$ cat src/rtl/i2cmts_pkg.sv
// ----------------------------------------------------------------------------
// i2cmts_pkg
// shared types and codes of the i2c master transfer sequencer
// ----------------------------------------------------------------------------
package i2cmts_pkg;

  localparam int TxDepthDefault = 16;

  // item kinds carried in the input tuser
  typedef enum logic [1:0] {
    FUNC_START  = 2'd0,
    FUNC_LOAD   = 2'd1,
    FUNC_STATUS = 2'd2
  } func_e;

  // transaction outcome as reported in result_code
  typedef enum logic [1:0] {
    OUT_NONE   = 2'd0,
    OUT_NACK   = 2'd1,
    OUT_BUSERR = 2'd2,
    OUT_DONE   = 2'd3
  } outcome_e;

  // controller status codes
  localparam logic [7:0] ST_BUS_ERR     = 8'h00;
  localparam logic [7:0] ST_START       = 8'h08;
  localparam logic [7:0] ST_RSTART      = 8'h10;
  localparam logic [7:0] ST_WADDR_ACK   = 8'h18;
  localparam logic [7:0] ST_WADDR_NACK  = 8'h20;
  localparam logic [7:0] ST_WDATA_ACK   = 8'h28;
  localparam logic [7:0] ST_WDATA_NACK  = 8'h30;
  localparam logic [7:0] ST_ARB_LOST    = 8'h38;
  localparam logic [7:0] ST_RADDR_ACK   = 8'h40;
  localparam logic [7:0] ST_RADDR_NACK  = 8'h48;
  localparam logic [7:0] ST_RDATA_ACK   = 8'h50;
  localparam logic [7:0] ST_RDATA_NACK  = 8'h58;

  localparam logic [7:0] ADDR_WR_MASK   = 8'hfe;

  // one result word before the buffer data is merged in
  typedef struct packed {
    logic       tx_valid;
    logic [7:0] tx_data;
    logic       use_mem;
    logic       set_start;
    logic       set_stop;
    logic       set_ack;
    logic       clear_ack;
    logic       clear_start;
    logic       clear_stop;
    logic       clear_int;
    logic       rx_valid;
    logic [7:0] rx_out;
    outcome_e   result;
  } res_t;

endpackage

$ cat src/rtl/i2cmts_txbuf.sv
// ----------------------------------------------------------------------------
// i2cmts_txbuf
// transmit byte buffer, one write and one registered read port
// ----------------------------------------------------------------------------
module i2cmts_txbuf #(
  parameter int TX_DEPTH = 16,
  localparam int AW = (TX_DEPTH > 1) ? $clog2(TX_DEPTH) : 1
) (
  input  logic          clk_i,
  input  logic          we_i,
  input  logic [AW-1:0] waddr_i,
  input  logic [7:0]    wdata_i,
  input  logic          re_i,
  input  logic [AW-1:0] raddr_i,
  output logic [7:0]    rdata_o
);

  logic [7:0] mem [TX_DEPTH];
  logic [7:0] rdata_q;

  always_ff @(posedge clk_i) begin
    if (we_i) begin
      mem[waddr_i] <= wdata_i;
    end
  end

  always_ff @(posedge clk_i) begin
    if (re_i) begin
      rdata_q <= mem[raddr_i];
    end
  end

  assign rdata_o = rdata_q;

endmodule

$ cat src/rtl/i2cmts_ctrl.sv
// ----------------------------------------------------------------------------
// i2cmts_ctrl
// transaction state and status decode, drives the buffer ports
// ----------------------------------------------------------------------------
module i2cmts_ctrl
  import i2cmts_pkg::*;
#(
  parameter int TX_DEPTH = 16,
  localparam int AW = (TX_DEPTH > 1) ? $clog2(TX_DEPTH) : 1,
  localparam int CW = $clog2(TX_DEPTH + 1)
) (
  input  logic          clk_i,
  input  logic          rst_ni,
  input  logic          accept_i,
  input  logic [1:0]    func_i,
  input  logic [7:0]    dev_address_i,
  input  logic [4:0]    write_len_i,
  input  logic [7:0]    read_len_i,
  input  logic          read_request_i,
  input  logic [7:0]    tx_byte_i,
  input  logic [7:0]    status_code_i,
  input  logic [7:0]    rx_byte_i,
  output res_t          res_o,
  output logic          mem_we_o,
  output logic [AW-1:0] mem_waddr_o,
  output logic [7:0]    mem_wdata_o,
  output logic          mem_re_o,
  output logic [AW-1:0] mem_raddr_o
);

  localparam logic [CW-1:0] DepthC = CW'(TX_DEPTH);
  localparam logic [8:0]    Depth9 = 9'(TX_DEPTH);

  logic [CW-1:0] load_idx_q, load_idx_d;
  logic [CW-1:0] send_idx_q, send_idx_d;
  logic [4:0]    writes_left_q, writes_left_d;
  logic [7:0]    reads_left_q, reads_left_d;
  logic [7:0]    target_q, target_d;
  logic          rd_phase_q, rd_phase_d;
  outcome_e      outcome_q, outcome_d;

  logic          can_send;
  logic [4:0]    wl_min;
  logic [7:0]    rl_after;
  logic          re;
  res_t          res;

  assign can_send = (writes_left_q != 5'd0) && (send_idx_q < DepthC);
  assign wl_min   = (write_len_i == 5'd0) ? 5'd1 : write_len_i;
  // count left after this event takes a received byte
  assign rl_after = (reads_left_q != 8'd0) ? reads_left_q - 8'd1 : 8'd0;

  always_comb begin
    load_idx_d    = load_idx_q;
    send_idx_d    = send_idx_q;
    writes_left_d = writes_left_q;
    reads_left_d  = reads_left_q;
    target_d      = target_q;
    rd_phase_d    = rd_phase_q;
    outcome_d     = outcome_q;
    res           = '0;
    re            = 1'b0;
    mem_we_o      = 1'b0;

    unique case (func_i)
      FUNC_START: begin
        writes_left_d = ({4'b0, wl_min} > Depth9) ? Depth9[4:0] : wl_min;
        reads_left_d  = (read_len_i == 8'd0) ? 8'd1 : read_len_i;
        target_d      = dev_address_i & ADDR_WR_MASK;
        rd_phase_d    = read_request_i;
        load_idx_d    = '0;
        send_idx_d    = '0;
        outcome_d     = OUT_NONE;
        res.set_start = 1'b1;
      end
      FUNC_LOAD: begin
        if (load_idx_q < DepthC) begin
          mem_we_o   = 1'b1;
          load_idx_d = load_idx_q + 1'b1;
        end
      end
      FUNC_STATUS: begin
        unique case (status_code_i) inside
          ST_START, ST_RSTART: begin
            res.tx_valid    = 1'b1;
            res.tx_data     = target_q;
            res.clear_start = 1'b1;
            res.clear_int   = 1'b1;
          end
          ST_WADDR_ACK: begin
            res.tx_valid    = 1'b1;
            res.clear_start = 1'b1;
            res.clear_int   = 1'b1;
            if (can_send) begin
              re            = 1'b1;
              res.use_mem   = 1'b1;
              send_idx_d    = send_idx_q + 1'b1;
              writes_left_d = writes_left_q - 5'd1;
            end
          end
          ST_WADDR_NACK, ST_WDATA_NACK, ST_RADDR_NACK: begin
            outcome_d       = OUT_NACK;
            res.set_stop    = 1'b1;
            res.clear_start = 1'b1;
            res.clear_int   = 1'b1;
          end
          ST_WDATA_ACK: begin
            if (rd_phase_q && writes_left_q == 5'd0) begin
              // repeated start for the read phase
              target_d      = target_q | 8'h01;
              res.set_start = 1'b1;
              res.clear_int = 1'b1;
            end else if (writes_left_q != 5'd0) begin
              res.tx_valid    = 1'b1;
              res.clear_start = 1'b1;
              res.clear_int   = 1'b1;
              if (can_send) begin
                re            = 1'b1;
                res.use_mem   = 1'b1;
                send_idx_d    = send_idx_q + 1'b1;
                writes_left_d = writes_left_q - 5'd1;
              end
            end else begin
              outcome_d       = OUT_DONE;
              res.set_stop    = 1'b1;
              res.clear_start = 1'b1;
              res.clear_int   = 1'b1;
            end
          end
          ST_ARB_LOST: begin
            res.set_start  = 1'b1;
            res.clear_stop = 1'b1;
            res.clear_int  = 1'b1;
          end
          ST_RADDR_ACK: begin
            res.clear_ack   = (reads_left_q <= 8'd1);
            res.set_ack     = (reads_left_q > 8'd1);
            res.clear_start = 1'b1;
            res.clear_int   = 1'b1;
          end
          ST_RDATA_ACK: begin
            if (reads_left_q != 8'd0) begin
              res.rx_valid = 1'b1;
              res.rx_out   = rx_byte_i;
            end
            reads_left_d    = rl_after;
            res.clear_ack   = (rl_after <= 8'd1);
            res.set_ack     = (rl_after > 8'd1);
            res.clear_start = 1'b1;
            res.clear_int   = 1'b1;
          end
          ST_RDATA_NACK: begin
            if (reads_left_q != 8'd0) begin
              res.rx_valid = 1'b1;
              res.rx_out   = rx_byte_i;
            end
            reads_left_d    = rl_after;
            outcome_d       = OUT_DONE;
            res.set_stop    = 1'b1;
            res.clear_start = 1'b1;
            res.clear_int   = 1'b1;
          end
          ST_BUS_ERR: begin
            outcome_d       = OUT_BUSERR;
            res.set_stop    = 1'b1;
            res.clear_start = 1'b1;
            res.clear_int   = 1'b1;
          end
          default: begin
          end
        endcase
      end
      default: begin
      end
    endcase

    res.result = outcome_d;
    mem_we_o   = mem_we_o & accept_i;
  end

  assign mem_re_o    = re & accept_i;
  assign mem_raddr_o = send_idx_q[AW-1:0];
  assign mem_waddr_o = load_idx_q[AW-1:0];
  assign mem_wdata_o = tx_byte_i;
  assign res_o       = res;

  always_ff @(posedge clk_i or negedge rst_ni) begin
    if (!rst_ni) begin
      load_idx_q    <= '0;
      send_idx_q    <= '0;
      writes_left_q <= '0;
      reads_left_q  <= '0;
      target_q      <= '0;
      rd_phase_q    <= 1'b0;
      outcome_q     <= OUT_NONE;
    end else if (accept_i) begin
      load_idx_q    <= load_idx_d;
      send_idx_q    <= send_idx_d;
      writes_left_q <= writes_left_d;
      reads_left_q  <= reads_left_d;
      target_q      <= target_d;
      rd_phase_q    <= rd_phase_d;
      outcome_q     <= outcome_d;
    end
  end

endmodule

$ cat src/rtl/i2c_master_transfer_sequencer_unit.sv
// ----------------------------------------------------------------------------
// i2c_master_transfer_sequencer_unit
// sequences one i2c master write, optionally followed by a read, from status
// ----------------------------------------------------------------------------
// usage:
//   the input stream carries one word per item; tuser selects start, load or
//   status. a start word latches address, lengths and read flag, load words
//   fill the transmit buffer, status words from the byte-level controller
//   advance the transaction. every input word yields exactly one output word
//   with the controller actions, an optional received byte and the outcome.
// path: an accepted word is registered in stage one, and the transmit buffer
//   read is registered on accept alongside it; the read data is then merged
//   into the output register as the word leaves stage one.
// throughput: one word per cycle while the output is not stalled; the
//   transaction state is read, modified and written back on each accept.
// stall: a middle stage and the output register form a two-deep queue, so
//   one more word is taken while the output waits; with both full, tready
//   drops until the receiver takes the output word.
// reset: all counters, address and outcome clear, both stages empty; buffer
//   contents are undefined until loaded.
// ----------------------------------------------------------------------------
module i2c_master_transfer_sequencer_unit
  import i2cmts_pkg::*;
#(
  parameter int TX_DEPTH = TxDepthDefault
) (
  input  logic        clk_i,
  input  logic        rst_ni,
  input  logic        s_axis_tvalid_i,
  output logic        s_axis_tready_o,
  // dev_address[7:0], write_len[12:8], read_len[20:13], read_request[21],
  // tx_byte[29:22], status_code[37:30], rx_byte[45:38], zero[47:46]
  input  logic [47:0] s_axis_tdata_i,
  // func[1:0]
  input  logic [1:0]  s_axis_tuser_i,
  output logic        m_axis_tvalid_o,
  input  logic        m_axis_tready_i,
  // tx_valid[0], tx_data[8:1], set_start[9], set_stop[10], set_ack[11],
  // clear_ack[12], clear_start[13], clear_stop[14], clear_int[15],
  // rx_valid[16], rx_out[24:17], result_code[26:25], zero[31:27]
  output logic [31:0] m_axis_tdata_o
);

  localparam int AW = (TX_DEPTH > 1) ? $clog2(TX_DEPTH) : 1;

  logic          accept;
  logic          advance;
  res_t          res;
  res_t          s1_q;
  logic          s1_valid_q, s1_valid_d;
  logic          out_valid_q, out_valid_d;
  logic [31:0]   out_q;
  logic [7:0]    tx_merged;

  logic          mem_we;
  logic [AW-1:0] mem_waddr;
  logic [7:0]    mem_wdata;
  logic          mem_re;
  logic [AW-1:0] mem_raddr;
  logic [7:0]    mem_rdata;

  assign advance         = s1_valid_q && (!out_valid_q || m_axis_tready_i);
  assign s_axis_tready_o = !s1_valid_q || advance;
  assign accept          = s_axis_tvalid_i && s_axis_tready_o;

  i2cmts_ctrl #(
    .TX_DEPTH(TX_DEPTH)
  ) u_ctrl (
    .clk_i          (clk_i),
    .rst_ni         (rst_ni),
    .accept_i       (accept),
    .func_i         (s_axis_tuser_i),
    .dev_address_i  (s_axis_tdata_i[7:0]),
    .write_len_i    (s_axis_tdata_i[12:8]),
    .read_len_i     (s_axis_tdata_i[20:13]),
    .read_request_i (s_axis_tdata_i[21]),
    .tx_byte_i      (s_axis_tdata_i[29:22]),
    .status_code_i  (s_axis_tdata_i[37:30]),
    .rx_byte_i      (s_axis_tdata_i[45:38]),
    .res_o          (res),
    .mem_we_o       (mem_we),
    .mem_waddr_o    (mem_waddr),
    .mem_wdata_o    (mem_wdata),
    .mem_re_o       (mem_re),
    .mem_raddr_o    (mem_raddr)
  );

  i2cmts_txbuf #(
    .TX_DEPTH(TX_DEPTH)
  ) u_txbuf (
    .clk_i   (clk_i),
    .we_i    (mem_we),
    .waddr_i (mem_waddr),
    .wdata_i (mem_wdata),
    .re_i    (mem_re),
    .raddr_i (mem_raddr),
    .rdata_o (mem_rdata)
  );

  // buffer data only changes on accept, so it holds while stage one waits
  assign tx_merged = s1_q.use_mem ? mem_rdata : s1_q.tx_data;

  always_comb begin
    s1_valid_d = s1_valid_q;
    if (accept) begin
      s1_valid_d = 1'b1;
    end else if (advance) begin
      s1_valid_d = 1'b0;
    end
    out_valid_d = out_valid_q;
    if (advance) begin
      out_valid_d = 1'b1;
    end else if (m_axis_tready_i) begin
      out_valid_d = 1'b0;
    end
  end

  always_ff @(posedge clk_i or negedge rst_ni) begin
    if (!rst_ni) begin
      s1_valid_q  <= 1'b0;
      out_valid_q <= 1'b0;
    end else begin
      s1_valid_q  <= s1_valid_d;
      out_valid_q <= out_valid_d;
    end
  end

  always_ff @(posedge clk_i) begin
    if (accept) begin
      s1_q <= res;
    end
  end

  always_ff @(posedge clk_i) begin
    if (advance) begin
      out_q <= {5'b0, s1_q.result, s1_q.rx_out, s1_q.rx_valid,
                s1_q.clear_int, s1_q.clear_stop, s1_q.clear_start,
                s1_q.clear_ack, s1_q.set_ack, s1_q.set_stop, s1_q.set_start,
                tx_merged, s1_q.tx_valid};
    end
  end

  assign m_axis_tvalid_o = out_valid_q;
  assign m_axis_tdata_o  = out_q;

  // an accepted word always lands in stage one
  a_accept_fills: assert property (@(posedge clk_i) disable iff (!rst_ni)
    accept |=> s1_valid_q)
    else $error("accepted word not captured in stage one");

  // both stages full and receiver stalled: no new word may enter
  a_full_blocks: assert property (@(posedge clk_i) disable iff (!rst_ni)
    (s1_valid_q && out_valid_q && !m_axis_tready_i) |-> !s_axis_tready_o)
    else $error("input taken while queue is full");

  // a stage-one word that waits keeps its buffer read data
  a_rdata_held: assert property (@(posedge clk_i) disable iff (!rst_ni)
    (s1_valid_q && !advance) |=> $stable(mem_rdata))
    else $error("buffer read data changed under a waiting word");

  // tx data is zero unless a byte is to be written
  a_txd_zero: assert property (@(posedge clk_i) disable iff (!rst_ni)
    (out_valid_q && !out_q[0]) |-> (out_q[8:1] == 8'd0))
    else $error("tx_data nonzero without tx_valid");

  // ack and nack are never asked for together
  a_ack_excl: assert property (@(posedge clk_i) disable iff (!rst_ni)
    out_valid_q |-> !(out_q[11] && out_q[12]))
    else $error("set_ack and clear_ack both set");

endmodule
$ cat config.mk
export PLATFORM = sky130hd
export DESIGN_NAME = i2c_master_transfer_sequencer_unit
export DESIGN_NICKNAME = d
export VERILOG_FILES = /design/src/rtl/i2cmts_pkg.sv /design/src/rtl/i2cmts_txbuf.sv /design/src/rtl/i2cmts_ctrl.sv /design/src/rtl/i2c_master_transfer_sequencer_unit.sv
export SDC_FILE = /design/constraint.sdc
export NUM_CORES = 1
export LEC_CHECK = 0
export BUFFER_PORTS_ARGS = -buffer_cell sky130_fd_sc_hd__buf_2
export CAP_MARGIN = 20
export CELL_PAD_IN_SITES_DETAIL_PLACEMENT = 2
export CELL_PAD_IN_SITES_GLOBAL_PLACEMENT = 2
export CORE_ASPECT_RATIO = 2
export CORE_MARGIN = 2
export CORE_UTILIZATION = 30
export DETAILED_ROUTE_END_ITERATION = 10
export GPL_TIMING_DRIVEN = 0
export HOLD_SLACK_MARGIN = 0.12
export PLACE_DENSITY = 0.61
export REMOVE_ABC_BUFFERS = 1
export SETUP_SLACK_MARGIN = 0.05
export SLEW_MARGIN = 20
export SYNTH_ARGS = -nofsm -noshare
export SYNTH_HDL_FRONTEND = slang
export SYNTH_SLANG_ARGS = --single-unit
$ cat constraint.sdc
create_clock -name clk_i -period 2.86 [get_ports clk_i]
set_input_delay 0.143 -clock clk_i [delete_from_list [all_inputs] [get_ports clk_i]]
set_output_delay 0.143 -clock clk_i [all_outputs]
set_load 0.02 [all_outputs]
==> impl_metrics.json, run 1 <==
{
  "arrival_ps": 2910,
  "hold_path_depth": 3,
  "layoutNonFillerInstCount": 1170,
  "synth-edff-count": 191,
  "synth_area_sq_um": 9580,
  "synthArstFlopShare": 0.159,
  "cpPeakStageDelay_ps": 710,
  "final_util": 0.370,
  "cts_sinks": 227,
  "whs_endpoint": "s1_q[1]",
  "yosys_warnings": 0,
  "finClkSkew_ps": 27.8,
  "whs_ps": 147,
  "reg2reg_slack_ps": 90,
  "seqPwrFrac": 0.520,
  "hpwl_mm": 18.0,
  "avgSynthCellArea_sq_um": 15.7,
  "finalSetupViolations": 0,
  "grt_use_met3": 0.0148,
  "power_leakage_nw": 3.95,
  "htreeDepth": 1,
  "crit_chain": "nand3b_1, nand3b_1, nor3b_1, nand2_1, nor2_1",
  "startpoint_type": "flop",
  "root_buffer": "clkbuf_16",
  "power_density_nw_per_um2": 651,
  "timing.rr.end": "u_txbuf.mem[7][3]",
  "area_growth_pct": 21.3,
  "min_period_over_period": 0.970,
  "busiest_layer": "met2",
  "relSlewSlack": 0.357,
  "hold_class": "in -> reg",
  "via_per_inst": 4.88,
  "yosysUniqueCellTypes": 63,
  "nNetsFinal": 795,
  "grt_pass1_vias": 6697,
  "power_switching_w": 0.00190,
  "crit_required_ps": 3000,
  "antenna_found_initial": 0,
  "vdd_drop_max_uv": 473,
  "outcome": "finished, final reports clean",
  "hold_viol_final": 0,
  "drt-total-wl_mm": 25.8,
  "crit_type": "reg -> reg",
  "max_cap_violations": 0,
  "tightest_slew_ps": 957,
  "swShare": 0.251,
  "clockBufferDepth": 3,
  "slowest_stage": "nor2_1",
  "endpoint_kind": "flop",
  "hold_start": "s_axis_tuser_i[1]",
  "place_worst_setup_slack_ps": -46.1,
  "die_h_um": 257,
  "drtAntennaViolNets": 0,
  "fin_ws_ps": 85.4,
  "cp_max_fo": 8,
  "grt_max_degree": 37,
  "drt_iter0_drc": 253,
  "intPower_w": 0.00566,
  "p_total_w": 0.00756,
  "timing.rr.start": "s1_valid_q",
  "mostFrequentLayoutCell": "edfxtp_1",
  "slew_violations": 0,
  "core-area_sq_um": 31400,
  "wl_per_cell_um": 22.0,
  "synth-seq-area-share": 0.693,
  "cts_tree": "built",
  "io_pins": 88,
  "num_vias": 5706,
  "antenna-diode-count": 0,
  "max_freq_mhz": 360,
  "place_inst": 1081,
  "yosys_most_used_dff": "edfxtp_1",
  "r2r_cells": 5,
  "track_usage": 0.157,
  "layout_common_cells": "edfxtp_1, buf_2, dlygate4sd3_1, nor2_1, dfrtp_1",
  "use_met2": 0.323,
  "met1_usage": 0.149,
  "drive_gt1_frac": 0.256,
  "p_comb_frac": 0.097,
  "syn-instance-count": 611,
  "synth_seq_cells": 227,
  "drt_first_pass_iters": 4,
  "row_count": 92,
  "cts_made_buffers": 22,
  "die_w_um": 130,
  "clkTransAtPathRegs_ps": 70,
  "dieArea_sq_um": 33500,
  "portBuffers": 79,
  "cp_common_cell": "nand3b_1",
  "rsz0062_at_grt": "yes",
  "layout_min_cycle_time_ps": 2770,
  "grt_pass1_wl_mm": 39.3,
  "insertion_delay_ps": 530,
  "overflow": 0,
  "p_clk_frac": 0.383,
  "drt_drc_violations_left": 0,
  "start_util": 0.305,
  "globalplace.congestion": 0.770
}
## Yosys cell counts, types with 8 or more instances
library cell	n	area, sq um
nand2b_1	9	56.3
edfxtp_1	191	5740
and2_1	18	113
nor3_1	18	90.1
mux2i_1	8	80.1
nand3_1	8	40.0
nand2_1	23	86.3
mux4_2	32	721
nor2b_1	9	56.3
dfrtp_1	36	901
mux2_2	17	191
inv_1	12	45.0
nor2_1	43	161
clkbuf_1	16	60.1
o21ai_1	8	40.0
buf_2	9	45.0
a21oi_1	29	145
a211oi_1	10	75.1
ha_1	10	125
o21ai_0	18	90.1
## registers in the layout, indices dropped and copies added, names as in the netlist
name / count
m_axis_tdata_o: 27
u_ctrl.load_idx_q: 5
u_txbuf.rdata_o: 8
u_txbuf.mem: 128
s1_valid_q: 1
u_ctrl.rd_phase_q: 1
u_ctrl.outcome_q: 2
u_ctrl.writes_left_q: 5
u_ctrl.target_q: 8
u_ctrl.send_idx_q: 5
u_ctrl.reads_left_q: 8
s1_q: 28
m_axis_tvalid_o: 1
## cell families (layout without fill, tap and decap cells)
group / count (synthesis) / in the layout / share of synthesized area
flip-flops: 227 / 227 / 0.693
AND/OR/NAND/NOR: 161 / 161 / 0.0906
AO/OA/AOI/OAI: 105 / 105 / 0.0732
multiplexers: 57 / 57 / 0.104
buffers and inverters: 48 / 180 / 0.0243
adder cells (fa/ha/maj): 10 / 10 / 0.0131
XOR/XNOR: 2 / 2 / 0.00183
other: 1 / 5 / 0.000392
## worst max path at each step
stage | start | endpoint | slack, ps | depth (start not counted)
after global placement | u_ctrl.send_idx_q[0] | u_txbuf.rdata_o[1] | -1150 | 4
after floorplan | u_ctrl.send_idx_q[0] | u_txbuf.rdata_o[0] | 110 | 4
after CTS | s1_valid_q | u_txbuf.mem[5][0] | 20 | 5
after detailed placement | u_ctrl.send_idx_q[0] | u_txbuf.rdata_o[1] | -50 | 4
after global routing | s1_valid_q | u_txbuf.mem[7][3] | -140 | 5
final | s1_valid_q | u_txbuf.mem[7][3] | 90 | 5
## per-layer routing
metal	up-vias	part of all wire
met5	-	0
met3	44	0.025
met1	2947	0.34
li1	2605	-
met4	0	0.037
met2	110	0.60
## through the flow
step | instance area [sq um] | TNS (ps)
finish | 11600 | 0
global route | 11600 | -6410
CTS | 11600 | 0
detailed placement | 10400 | -46.1
global placement | 10300 | -13130
floorplan | 9400 | 0
## cell type report
| type | count | area [sq um] |
|---|---|---|
| tap | 423 | 529 |
| multi-input combinational | 340 | 2790 |
| fill | 3173 | 19800 |
| clock buffer | 24 | 558 |
| timing repair buffer | 128 | 896 |
| clock inverter | 16 | 153 |
| sequential | 227 | 6640 |
| inverter | 12 | 45.0 |
## worst max-delay path, delay by kind of cell, from the launching register on
family	cells	cell delay [ps]
DFF	1	400
and+or+nand+nor	5	2000
## what timing repair did
action / 4_1_cts / 5_1_grt
gates resized for setup: 2 / 10
hold endpoints to repair: 202 / 0
setup endpoints to repair: 23 / 130
hold buffers: 48 / 0
setup buffers: 0 / 1
## power by group through the flow
stage               registers (W)  logic (W)  clock network (W)
floorplan                 0.00397   0.000371                  0
global placement          0.00397   0.000645                  0
detailed placement        0.00399   0.000680                  0
CTS                       0.00392   0.000737            0.00299
global route              0.00395   0.000813            0.00309
finish                    0.00393   0.000733            0.00290
No activity file was read; power rests on OpenSTA's default activity.
==> run 2: changes to the inputs <==
PLACE_DENSITY = 0.63   (was 0.61)
clock period = 2.25 ns   (was 2.86 ns; I/O delays follow)
==> run 2 against run 1 <==
Compared with the run above: global-route usage grew 0.91 points; non-clock buffer count grew 47; critical path type unchanged; largest power group unchanged; sequential power grew 27%.
==> impl_metrics.json, run 2 (same netlist as run 1, synthesis figures left out) <==
{
  "outcome": "finished, final reports clean",
  "via_per_inst": 4.90,
  "cts_tree": "built",
  "drt_first_pass_iters": 4,
  "max_cap_violations": 0,
  "seqPwrFrac": 0.515,
  "finalSetupViolations": 0,
  "final_util": 0.394,
  "p_comb_frac": 0.118,
  "p_clk_frac": 0.367,
  "root_buffer": "clkbuf_16",
  "row_count": 92,
  "hold_class": "in -> reg",
  "clkTransAtPathRegs_ps": 70,
  "cts_sinks": 227,
  "layout_min_cycle_time_ps": 2180,
  "insertion_delay_ps": 530,
  "hold_start": "s_axis_tuser_i[0]",
  "overflow": 0,
  "area_growth_pct": 29.3,
  "power_leakage_nw": 4.29,
  "drt_iter0_drc": 265,
  "arrival_ps": 2530,
  "layout_common_cells": "edfxtp_1, buf_2, dlygate4sd3_1, mux4_2",
  "tightest_slew_ps": 958,
  "swShare": 0.257,
  "nNetsFinal": 842,
  "reg2reg_slack_ps": 70,
  "grt_pass1_vias": 6971,
  "layoutNonFillerInstCount": 1217,
  "rsz0062_at_grt": "yes",
  "htreeDepth": 1,
  "die_w_um": 130,
  "crit_required_ps": 2610,
  "wl_per_cell_um": 22.2,
  "drt-total-wl_mm": 27.1,
  "relSlewSlack": 0.362,
  "fillerInstances": 3074,
  "portBuffers": 79,
  "power_switching_w": 0.00249,
  "drt_drc_violations_left": 0,
  "cts_made_buffers": 22,
  "r2r_cells": 5,
  "die_h_um": 257,
  "clockBufferDepth": 3,
  "grt_max_degree": 37,
  "grt_pass1_wl_mm": 41.6,
  "slew_violations": 0,
  "place_inst": 1081,
  "antenna_found_initial": 0,
  "largest_reg_flops": 128,
  "hpwl_mm": 17.8,
  "min_period_over_period": 0.967,
  "num_vias": 5961,
  "drtAntennaViolNets": 0,
  "globalplace.congestion": 0.779,
  "whs_ps": 85.1,
  "track_usage": 0.166,
  "crit_type": "reg -> reg",
  "place_worst_setup_slack_ps": -593,
  "intPower_w": 0.00720,
  "core-area_sq_um": 31400,
  "timing.rr.start": "u_ctrl.reads_left_q[2]",
  "whs_endpoint": "u_ctrl.outcome_q[1]",
  "hold_viol_final": 0,
  "timing.rr.end": "s1_q[14]",
  "max_flop_register": "u_txbuf.mem",
  "max_freq_mhz": 459,
  "start_util": 0.305,
  "io_pins": 88,
  "power_density_nw_per_um2": 783,
  "dieArea_sq_um": 33500,
  "hold_path_depth": 4,
  "finClkSkew_ps": 11.2,
  "cp_max_fo": 3,
  "drive_gt1_frac": 0.343,
  "endpoint_kind": "flop",
  "antenna-diode-count": 0,
  "vdd_drop_max_uv": 499,
  "mostFrequentLayoutCell": "edfxtp_1",
  "fin_ws_ps": 73.2,
  "startpoint_type": "flop"
}
## run 2: changes by cell type in the layout (fill, tap and decap cells not counted), sizes merged
cell,previous run,this run
buf,80,127
clkbuf,24,26
clkinv,9,11
clkinvlp,3,1
bufinv,2,1
inv,14,13
## run 2: worst max-delay path by stage
stage	from	to	slack, ps	cells after the start
after floorplan	u_ctrl.send_idx_q[0]	u_txbuf.rdata_o[0]	-500	4
after global placement	u_ctrl.send_idx_q[0]	u_txbuf.rdata_o[4]	-1680	4
after detailed placement	s_axis_tuser_i[1]	u_txbuf.rdata_o[1]	-590	5
after CTS	m_axis_tvalid_o	u_txbuf.mem[1][2]	-60	6
after global routing	u_ctrl.reads_left_q[3]	s1_q[15]	-20	6
final	u_ctrl.reads_left_q[2]	s1_q[14]	70	5
## run 2: power by group through the flow
stage               combinational, W  sequential, W  clock [W]
floorplan                   0.000471        0.00504          0
detailed placement          0.000844        0.00507          0
global route                 0.00126        0.00502    0.00378
finish                       0.00115        0.00499    0.00355
global placement            0.000793        0.00504          0
CTS                          0.00107        0.00498    0.00367
## run 2: final cells by class
type	instances	area, sq um	share of cell area
flip-flops and latches	227	6650	0.537
inverters	12	45.0	0.00364
well taps	423	529	0.0427
multi-input cells	340	3010	0.243
repair buffers	175	1470	0.119
clock buffers	26	566	0.0457
clock inverters	14	111	0.00899
## run 2: layer usage
metal	up-vias	track usage	wire length, um
met5	-	0	0
met4	0	0.0668	1010
met3	39	0.0156	699
met2	121	0.338	16100
met1	3106	0.163	9290
li1	2695	-	-
## run 2: worst max-delay path, stage by stage (launching register included)
cell	delay [ps]
dfrtp_2	420
or3_4	420
o41ai_4	330
nand3_1	150
or4_4	510
a211oi_2	180
## run 2: timing repair
action / 4_1_cts / 5_1_grt
hold buffers: 48 / 0
buffers inserted: 38 / 10
gates resized for setup: 48 / 17
endpoints found under the setup margin: 162 / 160
pin swaps: 18 / 6
endpoints found under the hold margin: 207 / 0
## run 2: metrics by stage
stage | cell area [sq um] | total power, W | TNS (ps)
2_1_floorplan | 9400 | 0.00552 | -16650
3_3_place_gp | 10300 | 0.00583 | -78930
3_5_place_dp | 10400 | 0.00591 | -73640
4_1_cts | 12200 | 0.00972 | -1600
5_1_grt | 12400 | 0.0101 | -17.0
6_report | 12400 | 0.00969 | 0
